$ cat config.mk
export PLATFORM = sky130hd
export DESIGN_NAME = coincidence_trigger_capture
export DESIGN_NICKNAME = d
export VERILOG_FILES = /design/src/ctc_pkg.sv /design/src/ctc_lane.sv /design/src/ctc_core.sv /design/src/coincidence_trigger_capture.sv
export VERILOG_INCLUDE_DIRS = /design/src /design/src/src
export SDC_FILE = /design/constraint.sdc
export NUM_CORES = 2
export LEC_CHECK = 0
export ABC_CLOCK_PERIOD_IN_PS = 38200
export BUFFER_PORTS_ARGS = -buffer_cell sky130_fd_sc_hd__buf_2
export CORE_MARGIN = 2
export CORE_UTILIZATION = 26
export CTS_CLUSTER_SIZE = 30
export DETAILED_ROUTE_END_ITERATION = 8
export GPL_ROUTABILITY_DRIVEN = 0
export SLEW_MARGIN = 20
export SYNTH_ARGS = -nofsm -noshare
export SYNTH_HDL_FRONTEND = slang
export SYNTH_SLANG_ARGS = --single-unit
$ cat constraint.sdc
create_clock -name clk -period 38.2 [get_ports clk]
set_input_delay 1.91 -clock clk [delete_from_list [all_inputs] [get_ports clk]]
set_output_delay 1.91 -clock clk [all_outputs]
set_load 0.1 [all_outputs]
$ cat src/coincidence_trigger_capture_assert.svh
// assertion macros for the coincidence trigger capture block
// used by the top level; expects clk and rst_n in scope
`ifndef COINCIDENCE_TRIGGER_CAPTURE_ASSERT_SVH
`define COINCIDENCE_TRIGGER_CAPTURE_ASSERT_SVH

// same-cycle implication
`define CTC_ASSERT_IMP(lbl, ante, cons) \
  lbl: assert property (@(posedge clk) disable iff (!rst_n) (ante) |-> (cons)) \
    else $error("coincidence trigger capture assertion failed");

// next-cycle implication
`define CTC_ASSERT_NXT(lbl, ante, cons) \
  lbl: assert property (@(posedge clk) disable iff (!rst_n) (ante) |=> (cons)) \
    else $error("coincidence trigger capture assertion failed");

`endif

$ cat src/ctc_pkg.sv
// shared types and constants for the coincidence trigger capture block
// no dependencies
package ctc_pkg;

  localparam int CTC_CHANNELS   = 4;
  localparam int CTC_SAMPLES    = 16;
  localparam int CTC_SAMPLE_W   = 16;
  localparam int CTC_DATA_W     = CTC_SAMPLES * CTC_SAMPLE_W;
  localparam int CTC_CH_W       = 2;
  localparam int CTC_WIN_W      = 8;
  localparam int CTC_CNT_W      = 32;
  localparam int CTC_NUM_THR    = 4;
  localparam int CTC_ADDR_W     = 5;
  localparam int CTC_PDATA_W    = 32;

  typedef enum logic [2:0] {
    REG_THR_CH0  = 3'd0,
    REG_THR_CH1  = 3'd1,
    REG_THR_CH2  = 3'd2,
    REG_THR_CH3  = 3'd3,
    REG_WIN_LEN  = 3'd4,
    REG_PKT_LEN  = 3'd5
  } ctc_reg_e;

  typedef struct packed {
    logic [CTC_CH_W-1:0]   channel;
    logic [CTC_DATA_W-1:0] samples;
    logic                  last;
    logic                  clear;
  } ctc_item_t;

  typedef struct packed {
    logic [CTC_CH_W-1:0]   channel;
    logic [CTC_DATA_W-1:0] samples;
    logic                  last;
    logic                  triggered;
    logic [CTC_CNT_W-1:0]  trigger_beat;
  } ctc_result_t;

  typedef struct packed {
    logic                 trig;
    logic [CTC_CNT_W-1:0] latched;
    logic [CTC_CNT_W-1:0] beat;
  } ctc_status_t;

endpackage

$ cat src/ctc_lane.sv
// one sample lane: wrapped absolute value compared against the channel threshold
// depends on ctc_pkg
module ctc_lane
  import ctc_pkg::*;
(
  input  logic signed [CTC_SAMPLE_W-1:0] sample,
  input  logic signed [CTC_SAMPLE_W-1:0] thr,
  output logic                           hit
);

  logic signed [CTC_SAMPLE_W-1:0] mag;

  // most negative sample wraps back to itself
  assign mag = sample[CTC_SAMPLE_W-1] ? CTC_SAMPLE_W'(-sample) : sample;
  assign hit = mag > thr;

endmodule

$ cat src/ctc_core.sv
// merge of lane hits, window counters, sticky trigger and packet counter
// depends on ctc_pkg
module ctc_core
  import ctc_pkg::*;
#(
  parameter int CHANNELS = CTC_CHANNELS
) (
  input  logic                   clk,
  input  logic                   rst_n,
  input  logic                   accept,
  input  ctc_item_t              item,
  input  logic [CTC_SAMPLES-1:0] lane_hit,
  input  logic [CTC_WIN_W-1:0]   win_len,
  input  logic [CTC_CNT_W-1:0]   pkt_len,
  output ctc_result_t            res,
  output ctc_status_t            status
);

  logic [CTC_WIN_W-1:0] win_cnt_r   [CHANNELS];
  logic [CTC_WIN_W-1:0] win_cnt_nxt [CHANNELS];
  logic                 trig_r, trig_nxt;
  logic [CTC_CNT_W-1:0] beat_r, beat_nxt;
  logic [CTC_CNT_W-1:0] latched_r, latched_nxt;
  logic [CTC_CNT_W-1:0] pkt_cnt_r, pkt_cnt_nxt;
  logic [CTC_CNT_W-1:0] pkt_cnt_base;
  logic                 clr, gen_on, gen_last, last, hit, all_nz, is_last_ch;

  always_comb begin
    clr          = (item.channel == '0) && item.clear;
    trig_nxt     = clr ? 1'b0 : trig_r;
    pkt_cnt_base = clr ? '0 : pkt_cnt_r;
    gen_on       = pkt_len != '0;
    gen_last     = pkt_cnt_base == (pkt_len - CTC_CNT_W'(1));
    last         = gen_on ? gen_last : item.last;
    hit          = |lane_hit;
    is_last_ch   = item.channel == CTC_CH_W'(CHANNELS - 1);
    all_nz       = 1'b1;
    for (int k = 0; k < CHANNELS; k++) begin
      win_cnt_nxt[k] = win_cnt_r[k];
      if (item.channel == CTC_CH_W'(k)) begin
        if (hit) begin
          win_cnt_nxt[k] = win_len;
        end else if (win_cnt_r[k] != '0) begin
          win_cnt_nxt[k] = win_cnt_r[k] - CTC_WIN_W'(1);
        end
      end
      if (win_cnt_nxt[k] == '0) begin
        all_nz = 1'b0;
      end
    end
    latched_nxt = latched_r;
    beat_nxt    = beat_r;
    pkt_cnt_nxt = pkt_cnt_base;
    if (is_last_ch) begin
      if (!trig_nxt && all_nz) begin
        trig_nxt    = 1'b1;
        latched_nxt = beat_r;
      end
      if (gen_on) begin
        pkt_cnt_nxt = gen_last ? '0 : pkt_cnt_base + CTC_CNT_W'(1);
      end
      beat_nxt = beat_r + CTC_CNT_W'(1);
    end
  end

  always_ff @(posedge clk) begin
    if (!rst_n) begin
      for (int k = 0; k < CHANNELS; k++) begin
        win_cnt_r[k] <= '0;
      end
      trig_r    <= 1'b0;
      beat_r    <= '0;
      latched_r <= '0;
      pkt_cnt_r <= '0;
    end else if (accept) begin
      for (int k = 0; k < CHANNELS; k++) begin
        win_cnt_r[k] <= win_cnt_nxt[k];
      end
      trig_r    <= trig_nxt;
      beat_r    <= beat_nxt;
      latched_r <= latched_nxt;
      pkt_cnt_r <= pkt_cnt_nxt;
    end
  end

  always_comb begin
    res.channel      = item.channel;
    res.samples      = item.samples;
    res.last         = last;
    res.triggered    = trig_nxt;
    res.trigger_beat = latched_nxt;
  end

  assign status = '{trig: trig_r, latched: latched_r, beat: beat_r};

endmodule

$ cat src/coincidence_trigger_capture.sv
// coincidence trigger capture: top level with config registers, sample lanes and output buffer
// depends on ctc_pkg, ctc_lane, ctc_core and coincidence_trigger_capture_assert.svh

// Takes one channel beat of sixteen 16-bit samples per clock and returns it
// registered, with the packet end mark, the sticky trigger flag and the latched
// beat index. Sixteen lanes compare sample magnitudes against the threshold of
// the beat's channel in parallel; the window counters, trigger and packet counter
// update in an unpipelined loop, so a new transaction is taken every clock while
// the output side keeps up. A two-entry output buffer (output register plus skid
// register) lets in_tready depend only on registered state; the block stalls input
// only when both entries hold untaken results. Config writes go through the APB
// port and should happen while the stream is idle.
module coincidence_trigger_capture
  import ctc_pkg::*;
#(
  parameter int CHANNELS = CTC_CHANNELS
) (
  input  logic                   clk,
  input  logic                   rst_n,
  // in_tdata: channel[1:0], word0[65:2], word1[129:66], word2[193:130],
  // word3[257:194], zero pad
  input  logic                   in_tvalid,
  output logic                   in_tready,
  input  logic [263:0]           in_tdata,
  input  logic                   in_tlast,
  input  logic                   in_tuser,  // clear
  // out_tdata: out_channel[1:0], out_word0..3[257:2], triggered[258],
  // trigger_beat[290:259], zero pad
  output logic                   out_tvalid,
  input  logic                   out_tready,
  output logic [295:0]           out_tdata,
  output logic                   out_tlast,
  input  logic                   cfg_psel,
  input  logic                   cfg_penable,
  input  logic                   cfg_pwrite,
  input  logic [CTC_ADDR_W-1:0]  cfg_paddr,
  input  logic [CTC_PDATA_W-1:0] cfg_pwdata,
  output logic [CTC_PDATA_W-1:0] cfg_prdata,
  output logic                   cfg_pready
);

  logic [CTC_SAMPLE_W-1:0] thr_r [CTC_NUM_THR];
  logic [CTC_WIN_W-1:0]    win_len_r;
  logic [CTC_CNT_W-1:0]    pkt_len_r;
  logic                    cfg_wr;
  ctc_reg_e                cfg_reg;

  assign cfg_pready = 1'b1;
  assign cfg_wr     = cfg_psel && cfg_penable && cfg_pwrite && cfg_pready;
  assign cfg_reg    = ctc_reg_e'(cfg_paddr[CTC_ADDR_W-1:2]);

  always_ff @(posedge clk) begin
    if (!rst_n) begin
      for (int k = 0; k < CTC_NUM_THR; k++) begin
        thr_r[k] <= '0;
      end
      win_len_r <= '0;
      pkt_len_r <= '0;
    end else if (cfg_wr) begin
      case (cfg_reg)
        REG_THR_CH0: thr_r[0] <= cfg_pwdata[CTC_SAMPLE_W-1:0];
        REG_THR_CH1: thr_r[1] <= cfg_pwdata[CTC_SAMPLE_W-1:0];
        REG_THR_CH2: thr_r[2] <= cfg_pwdata[CTC_SAMPLE_W-1:0];
        REG_THR_CH3: thr_r[3] <= cfg_pwdata[CTC_SAMPLE_W-1:0];
        REG_WIN_LEN: win_len_r <= cfg_pwdata[CTC_WIN_W-1:0];
        REG_PKT_LEN: pkt_len_r <= cfg_pwdata[CTC_CNT_W-1:0];
        default: ;
      endcase
    end
  end

  always_comb begin
    case (cfg_reg)
      REG_THR_CH0: cfg_prdata = CTC_PDATA_W'(thr_r[0]);
      REG_THR_CH1: cfg_prdata = CTC_PDATA_W'(thr_r[1]);
      REG_THR_CH2: cfg_prdata = CTC_PDATA_W'(thr_r[2]);
      REG_THR_CH3: cfg_prdata = CTC_PDATA_W'(thr_r[3]);
      REG_WIN_LEN: cfg_prdata = CTC_PDATA_W'(win_len_r);
      REG_PKT_LEN: cfg_prdata = pkt_len_r;
      default:     cfg_prdata = '0;
    endcase
  end

  ctc_item_t               item;
  logic                    accept;
  logic [CTC_SAMPLE_W-1:0] thr_sel;
  logic [CTC_SAMPLES-1:0]  lane_hit;
  ctc_result_t             res;
  ctc_status_t             status;

  assign item.channel = in_tdata[CTC_CH_W-1:0];
  assign item.samples = in_tdata[CTC_CH_W +: CTC_DATA_W];
  assign item.last    = in_tlast;
  assign item.clear   = in_tuser;
  assign accept       = in_tvalid && in_tready;
  assign thr_sel      = thr_r[item.channel];

  for (genvar i = 0; i < CTC_SAMPLES; i++) begin : g_lane
    ctc_lane u_lane (
      .sample (item.samples[i*CTC_SAMPLE_W +: CTC_SAMPLE_W]),
      .thr    (thr_sel),
      .hit    (lane_hit[i])
    );
  end

  ctc_core #(
    .CHANNELS (CHANNELS)
  ) u_core (
    .clk      (clk),
    .rst_n    (rst_n),
    .accept   (accept),
    .item     (item),
    .lane_hit (lane_hit),
    .win_len  (win_len_r),
    .pkt_len  (pkt_len_r),
    .res      (res),
    .status   (status)
  );

  // output register plus skid register
  logic        out_valid_r, skid_valid_r;
  ctc_result_t out_data_r, skid_data_r;

  assign in_tready = !skid_valid_r;

  always_ff @(posedge clk) begin
    if (!rst_n) begin
      out_valid_r  <= 1'b0;
      skid_valid_r <= 1'b0;
    end else if (out_valid_r && !out_tready) begin
      if (accept) begin
        skid_valid_r <= 1'b1;
      end
    end else begin
      out_valid_r  <= skid_valid_r || accept;
      skid_valid_r <= 1'b0;
    end
  end

  always_ff @(posedge clk) begin
    if (out_valid_r && !out_tready) begin
      if (accept) begin
        skid_data_r <= res;
      end
    end else if (skid_valid_r) begin
      out_data_r <= skid_data_r;
    end else if (accept) begin
      out_data_r <= res;
    end
  end

  assign out_tvalid = out_valid_r;
  assign out_tlast  = out_data_r.last;
  assign out_tdata  = {5'd0, out_data_r.trigger_beat, out_data_r.triggered,
                       out_data_r.samples, out_data_r.channel};

`include "coincidence_trigger_capture_assert.svh"

  `CTC_ASSERT_IMP(a_skid_needs_out, skid_valid_r, out_valid_r)
  `CTC_ASSERT_NXT(a_stall_fills_skid, accept && out_valid_r && !out_tready, skid_valid_r)
  `CTC_ASSERT_IMP(a_trig_latches_beat, $rose(status.trig), status.latched == $past(status.beat))

endmodule

== Word level (Yosys, flattened, before mapping) ==
Memories as Yosys holds them, arrays and structs flattened.
Cells that the tools add are included.
Word-level totals
  word-level logic and storage cells: 179
  bits in registers: 723
  output and inout bits: 332
  bits in writable memories: 96
  memories kept: 2
  input bits: 310
Cells by class
  bitwise operators: 9
  multiplexer cells: 73
  reductions and logical operators: 29
  equal/unequal tests: 9
  $lt $le $gt $ge: 16
  $add $sub $neg: 23
Memories
  thr_r: depth 4, bits a word 16, read ports 5, clocked after Yosys merged registers in 0, write ports 4, RTL line coincidence_trigger_capture.sv:42  | logic [CTC_SAMPLE_W-1:0] thr_r [CTC_NUM_THR];
  u_core.win_cnt_r: depth 4, bits a word 8, read ports 4, clocked after Yosys merged registers in 0, write ports 4, RTL line ctc_core.sv:19  | logic [CTC_WIN_W-1:0] win_cnt_r [CHANNELS];
Operators by type and width (number)
  $mux W292: 2
  $mux W16: 20
  $gt A16 B16 Y1: 16
  $neg A16 Y16: 16
  $mux W32: 6
  $pmux W32 S6: 1
  $mux W8: 16
  $add A32 B1 Y32 const B: 2
  $eq A32 B32 Y1: 1
  $logic_not A8 Y1: 4
  $reduce_bool A32 Y1: 1
  $reduce_bool A8 Y1: 4
  $sub A32 B1 Y32 const B: 1
  $sub A8 B1 Y8 const B: 4
  $mux W1: 28
  $reduce_or A16 Y1: 1
  $reduce_and A2 Y1: 6
  $or A1 B1 Y1: 8
  $eq A3 B2 Y1 const B: 2
  $eq A3 B3 Y1 const B: 2
  $logic_and A1 B1 Y1: 6
  $eq A2 B2 Y1 const B: 2
  $eq A3 B1 Y1 const B: 1
  $logic_not A1 Y1: 3
  other kinds (6): 6

== Logic depth before layout (Yosys ltp) ==
  depth after elaboration: 16
  gate-level depth with buffers: 28
  depth with buffers taken out: 23

== Hierarchy ==
Synthesis repeated with hierarchy kept, for this count alone.
Unflattened totals
  cells, all modules: 4291
  area total of the unflattened synthesis: 48880.6 sq um
Modules (own cells, without submodules)
  coincidence_trigger_capture: times used 1, area an instance 26415.3 sq um, seq. area each 20299.5 sq um, cells an instance 1380
  ctc_core: times used 1, area an instance 10956.8 sq um, seq. area each 2902.8 sq um, cells an instance 1369
  ctc_lane at g_lane[0].u_lane ...: times used 13, area an instance 716.9 sq um, seq. area each 0.0 sq um, cells an instance 96
  ctc_lane at g_lane[7].u_lane ...: times used 3, area an instance 729.4 sq um, seq. area each 0.0 sq um, cells an instance 98

== Least setup slack after synthesis ==
Ideal clock, no wire load.
  path kind: input -> register
  from: input out_tready
  to: register skid_data_r[0] in the netlist's numbering (enable)
  buffers on the path: 0
  library setup time: 0.952 ns
  stages on the path: 2
  arrival time: 14.240 ns
  required time: 37.248 ns
  slack: 23.007 ns
  cells stage by stage: nand2b_1 -> nor2_1
Between the ends
  longest elaborated chain between the ends: 3
RTL lines
  start: declaration: RTL line coincidence_trigger_capture.sv:30  | input logic out_tready,
  $logic_not A1 Y1: RTL line coincidence_trigger_capture.sv:141  | if (out_valid_r && !out_tready) begin
  $logic_and A1 B1 Y1: RTL line coincidence_trigger_capture.sv:141
  $reduce_and A2 Y1 (no source line)
  end signal: assignment: RTL line coincidence_trigger_capture.sv:143  | skid_data_r <= res;
  end: declaration: RTL line coincidence_trigger_capture.sv:122  | ctc_result_t out_data_r, skid_data_r;
No other way between the ends.
A chain may end at the register's enable or synchronous reset.

== Worst setup path after layout ==
  from: input in_tdata[0]
  to: register u_core.latched_r[8]
Between the ends
  longest elaborated chain between the ends: 13
RTL lines
  start: declaration: RTL line coincidence_trigger_capture.sv:24  | input logic [263:0] in_tdata,
  $mem_v2 Z4 W16
  $gt A16 B16 Y1: RTL line ctc_lane.sv:15  | assign hit = mag > thr;
  $reduce_or A16 Y1: RTL line ctc_core.sv:35  | hit = |lane_hit;
  $mux W8: RTL line ctc_core.sv:41  | if (hit) begin
  $mux W8: RTL line ctc_core.sv:40  | if (item.channel == CTC_CH_W'(k)) begin
  $logic_not A8 Y1: RTL line ctc_core.sv:47  | if (win_cnt_nxt[k] == '0) begin
  $mux W1 (4 in a row): RTL line ctc_core.sv:47
  $logic_and A1 B1 Y1: RTL line ctc_core.sv:55  | if (!trig_nxt && all_nz) begin
  $mux W32: RTL line ctc_core.sv:55
  $mux W32 *: RTL line ctc_core.sv:54  | if (is_last_ch) begin
  end signal: assignment: RTL line ctc_core.sv:81  | latched_r <= latched_nxt;
  end: declaration: RTL line ctc_core.sv:23  | logic [CTC_CNT_W-1:0] latched_r, latched_nxt;
Mark *: on every way between the ends. The rest lies on a longest branch, timed or not.

==> impl_metrics.yaml <==
cts:
  clkTransAtPathRegs_ns: 0.06
  post_cts_resize_count: 0
  h-tree-depth: 3
  cts_max_path_buffers: 3
  cts_setup_buffers: 0
  cts.sinks: 819
  tritoncts: "built"
  clock_latency_ns: 0.71
  hold_buffers: 0
  cts_root_buf: "clkbuf_16"
  cts_buffers: 94
grt:
  grt-ovfl-total: 0
  antenna_found_initial: 27
  grt_pass1_wl_mm: 210.7
  grt_pass1_vias: 32510
  grt_use_total_pct: 15.59
  grt_max_degree: 155
drt:
  vias_per_cell: 4.839
  drtPass1Iterations: 6
  drc: 0
  drt_wl_total_mm: 144.1
  drt_iter0_drc: 2397
  dr_total_vias: 33600
  wl_per_cell_microns: 20.75
  final_antenna_net_count: 0
final_layout:
  fillers: 17490
  fin_cells: 6943
  fin_area_sq_um: 54480
  areaGrowthSynthToFinish_pct: 19.65
  drive_above_1_share_pct: 25.78
  nets: 5120
sta:
  period_needed_ns: 8.911
  max_freq_mhz: 112.2
  finalCritPeriodShare_pct: 23.33
  setup_viol: 0
  drv_slew: 0
  max-slew-margin-rel_pct: 20.03
  hold_ws_ns: 0.4480
  tightestPinTransition_ns: 1.200
  fin_skew_ns: 0.03051
  rsz0062_at_grt: "no"
  finalHoldViolCount: 0
  finalSetupTns_ns: 0
placed_design:
  io_buffer_count: 627
  placed_area_sq_um: 51270
  hpwlAfterDp_mm: 101.5
  placed_cells: 6756
synth:
  ys_async_sr_fraction_pct: 0
  synth-main-ff-cell: "edfxtp_1"
  synth_edf_count: 680
  synth_seq_area_share_pct: 50.95
  syn_area_per_cell_sq_um: 11.64
  ys_warn_count: 0
  synth-seq-cells: 819
  syn_inst: 3913
  synth_area_sq_um: 45530
  yosys.cell_types.count: 87
die:
  fp.dieArea_sq_um: 178500
  core_sq_um: 174000
  io_pins: 642
  start_util_pct: 26.17
  rows: 153
  die_y_microns: 422.5
  die_w_microns: 422.5
setup_path:
  startpoint_type: "primary input"
  path_max_fanout: 61
  cp-end-kind: "flop"
  required_ns: 38.82
  reg2reg_setup_slack_ns: 30.90
  worstSetupPathType: "primary input to flop"
  r2r-end: "u_core.latched_r[8]"
  critPathLaunch: "in_tdata[0]"
  cp-endpoint: "u_core.latched_r[8]"
  reg2reg_from: "thr_r[3][5]"
  crit_arrival_ns: 9.53
  reg2regPathDepth: 18
run:
  maxCapViolCount: 0
pwr:
  power.density_nw_per_um2: 45.21
  p_leak_nw: 20.20
  finalPower_mw: 2.463
  irDropWorstVdd_uv: 33.16
min_path:
  hp-class: "flop to flop"
status:
  status: "finished clean"
==> metrics by stage <==
step                      util [%]  setup slack (ns)
after global placement       29.46             27.91
final                        31.31             29.29
after floorplan                  -             23.01
after CTS                    31.29             28.95
after global routing         31.31             28.64
after detailed placement     29.46             28.15
==> critical path: stages <==
cell and delay (ns):
buf_2 0.65, mux4_2 0.60, inv_2 0.63, ha_1 0.32
nand4_1 0.14, or3_1 0.36, or4_1 0.40, o211ai_1 0.11
mux2i_1 0.52, nand4_1 0.26, nor3_4 0.23, buf_4 0.54
mux2_2 0.43, o2111ai_1 0.11, o21ai_1 0.21, nor4b_4 0.33
buf_4 0.54, and2_4 0.68, mux2i_1 0.28
==> cell type report <==
cell class | instances | area [sq um] | share of cell area (%)
timing repair buffer | 668 | 3461 | 6.352
tap | 2325 | 2909 | 5.340
inverter | 110 | 412.9 | 0.7579
antenna | 10 | 25.02 | 0.04593
sequential | 819 | 23210 | 42.59
clock inverter | 46 | 450.4 | 0.8268
multi-input combinational | 2834 | 21290 | 39.08
clock buffer | 131 | 2728 | 5.007
==> synthesized netlist by cell type (40+ instances only) <==
cell | number | share of area (%)
edfxtp_1 | 680 | 45
nand2_1 | 456 | 3.8
ha_1 | 283 | 7.8
mux2_2 | 274 | 6.8
xnor2_1 | 256 | 4.9
o21ai_0 | 174 | 1.9
dfxtp_1 | 139 | 6.1
nor2_1 | 138 | 1.1
clkbuf_1 | 117 | 0.96
and2_1 | 112 | 1.5
inv_1 | 109 | 0.90
a21oi_1 | 101 | 1.1
nand3_1 | 76 | 0.84
nor3_1 | 68 | 0.75
nand4_1 | 67 | 0.92
mux2i_1 | 64 | 1.4
o31ai_1 | 60 | 0.99
nand2b_1 | 49 | 0.67
a21boi_0 | 46 | 0.76
nor4_1 | 41 | 0.56
or3_1 | 40 | 0.55
==> logic make-up after synthesis <==
kind of cell | Yosys count | synth area share, %
flops | 819 | 50.95
fa+ha+maj | 283 | 7.776
xor+xnor | 286 | 5.501
mux | 391 | 10.31
compound gates | 650 | 9.414
simple gates | 1218 | 13.58
buf+inv | 264 | 2.451
other cells | 2 | 0.01649
==> where the power goes <==
part           internal (mW)  switching, mW  total, mW
logic                  0.134          0.375      0.509
registers               1.01         0.0129       1.02
clock network          0.538          0.394      0.932
total                   1.68          0.783       2.46
==> per-layer routing <==
layer	up-vias	GRT usage [%]	routed length, microns
li1	15940	-	-
met3	258	2.383	6467
met5	-	0	11
met4	2	6.583	5900
met1	16480	18.56	58120
met2	918	27.75	73580
==> worst min path at each step <==
stage                    startpoint                    to  slack, ns  cells past startpoint
6_report       u_core.pkt_cnt_r[31]  u_core.pkt_cnt_r[31]       0.45                      2
5_1_grt        u_core.pkt_cnt_r[27]  u_core.pkt_cnt_r[27]       0.47                      1
4_1_cts        u_core.pkt_cnt_r[31]  u_core.pkt_cnt_r[31]       0.44                      2
3_5_place_dp   u_core.pkt_cnt_r[31]  u_core.pkt_cnt_r[31]       0.43                      2
2_1_floorplan  u_core.pkt_cnt_r[31]  u_core.pkt_cnt_r[31]       0.42                      2
3_3_place_gp   u_core.latched_r[31]  u_core.latched_r[31]       0.44                      2
==> cells in the final DEF (no fill, tap or decap), drive strengths merged, types with 49 or more instances in the layout <==
cell,instances
ha,283
edfxtp,680
nand2,457
clkbuf,131
and2,114
buf,668
a21oi,101
nor3,69
inv,123
o21ai,191
nand2b,49
mux2,304
nand4,68
o31ai,61
dfxtp,139
xnor2,256
mux2i,64
nand3,76
nor2,138
==> sequential cells by signal, indices dropped and copies added, names as in the netlist <==
| name | count |
|---|---|
| skid_data_r | 292 |
| out_tdata | 291 |
| thr_r | 64 |
| pkt_len_r | 32 |
| u_core.beat_r | 32 |
| u_core.latched_r | 32 |
| u_core.pkt_cnt_r | 32 |
| u_core.win_cnt_r | 32 |
| win_len_r | 8 |
| out_tlast | 1 |
| out_tvalid | 1 |
| skid_valid_r | 1 |
| u_core.trig_r | 1 |
No activity file was read; power rests on OpenSTA's default activity.
